[config.mk]
export PLATFORM = sky130hd
export DESIGN_NAME = ttv_ctrl
export DESIGN_NICKNAME = d
export VERILOG_FILES = /design/src/sv/ttv_pkg.sv /design/src/sv/ttv_ctrl.sv
export SDC_FILE = /design/constraint.sdc
export NUM_CORES = 1
export LEC_CHECK = 0
export ABC_AREA = 1
export BUFFER_PORTS_ARGS = -buffer_cell sky130_fd_sc_hd__buf_2
export CORE_MARGIN = 5
export CORE_UTILIZATION = 54
export DETAILED_ROUTE_END_ITERATION = 12
export GPL_ROUTABILITY_DRIVEN = 0
export PLACE_DENSITY = 0.78
export SLEW_MARGIN = 30
export SYNTH_ARGS = -nofsm -noshare
export SYNTH_HDL_FRONTEND = slang
export SYNTH_SLANG_ARGS = --single-unit
[constraint.sdc]
create_clock -name clk -period 1.8 [get_ports clk]
set_clock_uncertainty 0.1 [all_clocks]
set_input_delay 0.36 -clock clk [delete_from_list [all_inputs] [get_ports clk]]
set_output_delay 0.36 -clock clk [all_outputs]
set_load 0.02 [all_outputs]
[src/sv/ttv_pkg.sv]
package ttv_pkg;

	localparam int POS_WIDTH_DEF = 24;
	localparam int UV_WIDTH_DEF  = 16;
	localparam int OUT_FRAC_DEF  = 14;
	localparam int TAN_WIDTH     = 16;
	localparam int NORM_TOP      = 29;

	typedef enum logic [3:0] {
		ST_IDLE,
		ST_DIFF,
		ST_MUL,
		ST_ABS,
		ST_NORM,
		ST_SQ,
		ST_SQRT,
		ST_DIV,
		ST_OUT
	} state_t;

	typedef enum logic [3:0] {
		OP_NONE,
		OP_LOAD,
		OP_DIFF,
		OP_MUL,
		OP_ABS,
		OP_NORM,
		OP_SQ,
		OP_SQRT,
		OP_DIV,
		OP_OUT
	} op_t;

	typedef struct packed {
		op_t        op;
		logic [5:0] cnt;
		logic [1:0] lane;
	} cmd_t;

	typedef struct packed {
		logic slot_full;
		logic degen;
		logic norm_ok;
	} status_t;

endpackage

[src/sv/ttv_ctrl.sv]
module ttv_ctrl import ttv_pkg::*; #(
	parameter int OUT_FRAC = OUT_FRAC_DEF
) (
	input  logic    clk,
	input  logic    arst_n,
	input  logic    in_valid,
	output logic    in_ready,
	output logic    out_valid,
	input  logic    out_ready,
	input  status_t status,
	output cmd_t    cmd
);
	// quotient bits per lane
	localparam int QB = OUT_FRAC + 1;

	state_t     st_q, st_d;
	logic [5:0] cnt_q, cnt_d;
	logic [1:0] lane_q, lane_d;
	logic       ov_q, ov_d;

	always_ff @(posedge clk or negedge arst_n) begin
		if (!arst_n) begin
			st_q   <= ST_IDLE;
			cnt_q  <= '0;
			lane_q <= '0;
			ov_q   <= 1'b0;
		end else begin
			st_q   <= st_d;
			cnt_q  <= cnt_d;
			lane_q <= lane_d;
			ov_q   <= ov_d;
		end
	end

	always_comb begin
		st_d     = st_q;
		cnt_d    = cnt_q;
		lane_d   = lane_q;
		ov_d     = ov_q && !out_ready;
		in_ready = 1'b0;
		cmd.op   = OP_NONE;
		cmd.cnt  = cnt_q;
		cmd.lane = lane_q;
		case (st_q)
			ST_IDLE: begin
				in_ready = 1'b1;
				if (in_valid) begin
					cmd.op = OP_LOAD;
					if (status.slot_full) st_d = ST_DIFF;
				end
			end
			ST_DIFF: begin
				cmd.op = OP_DIFF;
				cnt_d  = '0;
				st_d   = ST_MUL;
			end
			ST_MUL: begin
				cmd.op = OP_MUL;
				if (cnt_q == 6'd8) begin
					cnt_d = '0;
					st_d  = ST_ABS;
				end else begin
					cnt_d = cnt_q + 6'd1;
				end
			end
			ST_ABS: begin
				cmd.op = OP_ABS;
				st_d   = ST_NORM;
			end
			ST_NORM: begin
				if (status.degen) begin
					st_d = ST_OUT;
				end else if (status.norm_ok) begin
					cnt_d = '0;
					st_d  = ST_SQ;
				end else begin
					cmd.op = OP_NORM;
				end
			end
			ST_SQ: begin
				cmd.op = OP_SQ;
				if (cnt_q == 6'd3) begin
					cnt_d = '0;
					st_d  = ST_SQRT;
				end else begin
					cnt_d = cnt_q + 6'd1;
				end
			end
			ST_SQRT: begin
				cmd.op = OP_SQRT;
				if (cnt_q == 6'd31) begin
					cnt_d  = '0;
					lane_d = '0;
					st_d   = ST_DIV;
				end else begin
					cnt_d = cnt_q + 6'd1;
				end
			end
			ST_DIV: begin
				cmd.op = OP_DIV;
				if (cnt_q == 6'(QB)) begin
					cnt_d = '0;
					if (lane_q == 2'd2) st_d = ST_OUT;
					else lane_d = lane_q + 2'd1;
				end else begin
					cnt_d = cnt_q + 6'd1;
				end
			end
			ST_OUT: begin
				if (!ov_q || out_ready) begin
					cmd.op = OP_OUT;
					ov_d   = 1'b1;
					st_d   = ST_IDLE;
				end
			end
			default: st_d = ST_IDLE;
		endcase
	end

	assign out_valid = ov_q;

endmodule

==> flow_summary_export.csv <==
group,metric,value,unit
status,outcome,"complete, but fails checks",
status,violations,"negative setup slack",
yosys,yosys-top-cells-count,"39 x nand2_1, 20 x nand3_1, 19 x inv_1, 13 x dfrtp_1, 13 x nor2_1",
layout,syn2layout_area_growth,32.6,%
worst_setup_path,crit_fanout,5,
yosys,netlist_area,1080,sq um
layout,fin_nets,202,
hold_path,hold_class,"in2reg",
drt,vias_per_cell,5.38,
clock_network,clk_latency,0.29,ns
global_route,grt_start_max_net_pins,14,
sta,whs,0.216,ns
clock_network,clkSinkCount,13,
floorplan,start_util,56.0,%
power,ir_drop,0.00159,V
yosys,yosysWarningCount,0,
clock_network,clk_root_buffer_cell,"clkbuf_4",
power,power_density,1600,nW/um^2
placed_design,portBuffers,20,
yosys,synthTopCellsByArea,"dfrtp_1 30%, nand2_1 14%, nand3_1 9.3%",
hold_path,hold_depth,2,
clock_network,clockBufferDepth,2,
yosys,post-synth-top-count-cell,"nand2_1",
yosys,synth_edf_count,0,
hold_path,hold_start,"out_ready",
yosys,synth_cells,153,
global_route,grt_pass1_vias,1114,
worst_setup_path,crit_arrival,1.50,ns
power,finalPower,2280,uW
sta,layout_setup_ws,-0.156,ns
clock_network,cts.reportedPaths.clkPinSlew,0.09,ns
global_route,use_met1,21.6,%
clock_network,cts_tree,"done",
drt,dr.pass1.iters,4,
yosys,syn_avg_cell_area,7.03,sq um
layout,utilization,74.2,%
floorplan,boundaryPins,21,
yosys,synth_nets,163,
sta,setup_viol_count_final,3,
drt,drt-wirelength-per-cell,14.0,um
layout,filler_cell_count,149,
sta,hold_viol_final,0,
yosys,synthFlopType,"dfrtp_1",
clock_network,htree_levels,1,
worst_setup_path,regToRegSetupSlack,0.04,ns
floorplan,std_cell_rows,16,
worst_setup_path,worstPathRequired,1.34,ns
yosys,synth_cell_types,23,
drt,ant_nets,0,
global_route,antenna_found_initial,0,
sta,tightest_slew,0.310,ns
layout,diodes,0,
hold_path,whs_endpoint,"out_valid$_DFF_PN0_",
sta,rsz0062_at_grt,"true",
global_route,grt_pass1_wl,4470,um
layout,layoutNonFillerInstCount,218,
worst_setup_path,reg2reg_to,"st_q[2]$_DFFE_PN0P_",
run,drv_cap,0,
global_route,overflow,0,
worst_setup_path,cp-end-kind,"primary output",
floorplan,die_area,2990,sq um
sta,slew_headroom,79.3,%
drt,drt-initial-drc-count,56,
worst_setup_path,r2r_cells,11,
floorplan,core_area,1920,sq um
global_route,grt_use_met3,2.45,%
floorplan,die_width,54.6,um
floorplan,die_y,54.6,um
worst_setup_path,r2r-start,"st_q[1]$_DFFE_PN0P_",
sta,fmax,511,MHz
global_route,track_usage,21.5,%
placed_design,hpwl,2030,um
global_route,grt_busiest_layer,"met2",
worst_setup_path,crit_path_start_kind,"flip-flop",
sta,finalCriticalPeriod,1.96,ns
clock_network,cts-buffers-inserted,3,
global_route,grtUsageMet2,39.6,%
worst_setup_path,critical_path_class,"reg2out",
drt,vias,1173,
drt,drt-total-wl,3050,um
yosys,synth_top_area_cell,"dfrtp_1",
yosys,ys_seq_area_share,30.2,%
power,p_leak,0.000755,uW
sta,maxSlewViolCount,0,
drt,drc,0,
yosys,synth_top_area_share,30.2,%
yosys,ys_ff_latch,13,
layout,drive_gt1_share,39.3,%
placed_design,dp_cells,203,
sta,period_share,109,%
yosys,async_flop_share,100,%
## layout make-up
| cell class | count | area [sq um] | area share [%] |
|---|---|---|---|
| multi-input cells | 117 | 716 | 50.2 |
| repair buffers | 35 | 240 | 16.8 |
| inverters | 22 | 82.6 | 5.79 |
| well taps | 27 | 33.8 | 2.37 |
| flip-flops and latches | 13 | 328 | 23.0 |
| clock buffers | 4 | 26.3 | 1.84 |
## worst max-delay path, cell delays in order, from the launching register on
cell and delay, ns:
dfrtp_2 0.49, nor2_4 0.17, nand2_2 0.08, or2_4 0.25, o2111ai_4 0.07, buf_6 0.14
## cells by family (layout without fill, tap and decap cells)
group	after synthesis	count (layout)	share of synthesized area, %
buffers and inverters	23	61	8.37
adders and majority gates	3	3	3.49
xor gates and xnor gates	2	2	1.63
and+or+nand+nor	100	100	50.1
DFF	13	13	30.2
AOI/OAI and AO/OA	12	12	6.16
## worst max path at each step
stage / from / to / slack (ns)
after floorplan: cnt_q[0]$_DFFE_PN0P_ / st_q[0]$_DFFE_PN0P_ / 0.10
after global placement: st_q[1]$_DFFE_PN0P_ / cmd[8] / 0.13
after detailed placement: st_q[3]$_DFFE_PN0P_ / cmd[8] / 0.12
after CTS: st_q[2]$_DFFE_PN0P_ / cmd[8] / -0.09
after global routing: st_q[2]$_DFFE_PN0P_ / cmd[8] / -0.21
final: st_q[2]$_DFFE_PN0P_ / cmd[8] / -0.16
## routing by layer
layer,routed length (um),up-vias
li1,-,569
met1,1220,538
met2,1570,49
met3,126,17
met4,133,0
met5,0,-
## repair_timing
| item | in CTS | in global routing |
|---|---|---|
| setup endpoints to repair | 4 | 5 |
| hold buffers | 1 | 0 |
| hold endpoints to repair | 13 | 0 |
| pin swaps | 4 | 3 |
| buffers inserted | 7 | 3 |
| resized for setup | 15 | 11 |
## through the flow
| stage | worst slack (ns) | cell area (sq um) | setup TNS (ns) |
|---|---|---|---|
| after global routing | -0.206 | 1430 | -0.644 |
| final | -0.156 | 1430 | -0.415 |
| after detailed placement | 0.120 | 1230 | 0 |
| after CTS | -0.0940 | 1360 | -0.195 |
| after floorplan | 0.100 | 1080 | 0 |
| after global placement | 0.134 | 1230 | 0 |
## cell usage in the layout (no fill, tap or decap)
cell | Yosys | routed
dfrtp_1 | 13 | 11
xnor2_1 | 1 | 1
nor2_8 | 1 | 1
dfrtp_2 | 0 | 2
nand3_1 | 20 | 18
nor2_4 | 5 | 8
clkbuf_4 | 0 | 3
dlygate4sd3_1 | 0 | 1
nand2_4 | 6 | 6
buf_2 | 0 | 16
o21ai_0 | 5 | 5
buf_6 | 0 | 4
inv_1 | 19 | 15
nand3_2 | 0 | 2
o2111ai_4 | 0 | 1
or2_4 | 0 | 1
nand4_1 | 5 | 5
o21ai_1 | 4 | 4
clkbuf_1 | 0 | 1
nand2_2 | 7 | 9
inv_2 | 3 | 7
ha_1 | 3 | 3
buf_4 | 1 | 14
nor2_2 | 2 | 1
xor2_1 | 1 | 1
nand2_1 | 39 | 37
nor2_1 | 13 | 11
a211oi_1 | 1 | 1
a21oi_1 | 1 | 1
or2_0 | 1 | 1
## registers in the layout, summed over array words and instances (netlist names)
register	flops
lane_q	2
out_valid	1
cnt_q	6
st_q	4
## power by group
part / internal, uW / switching, uW
logic: 618 / 983
registers: 375 / 98.5
clock network: 86.4 / 115
total: 1080 / 1200
Power figures use the tool's default switching activity.
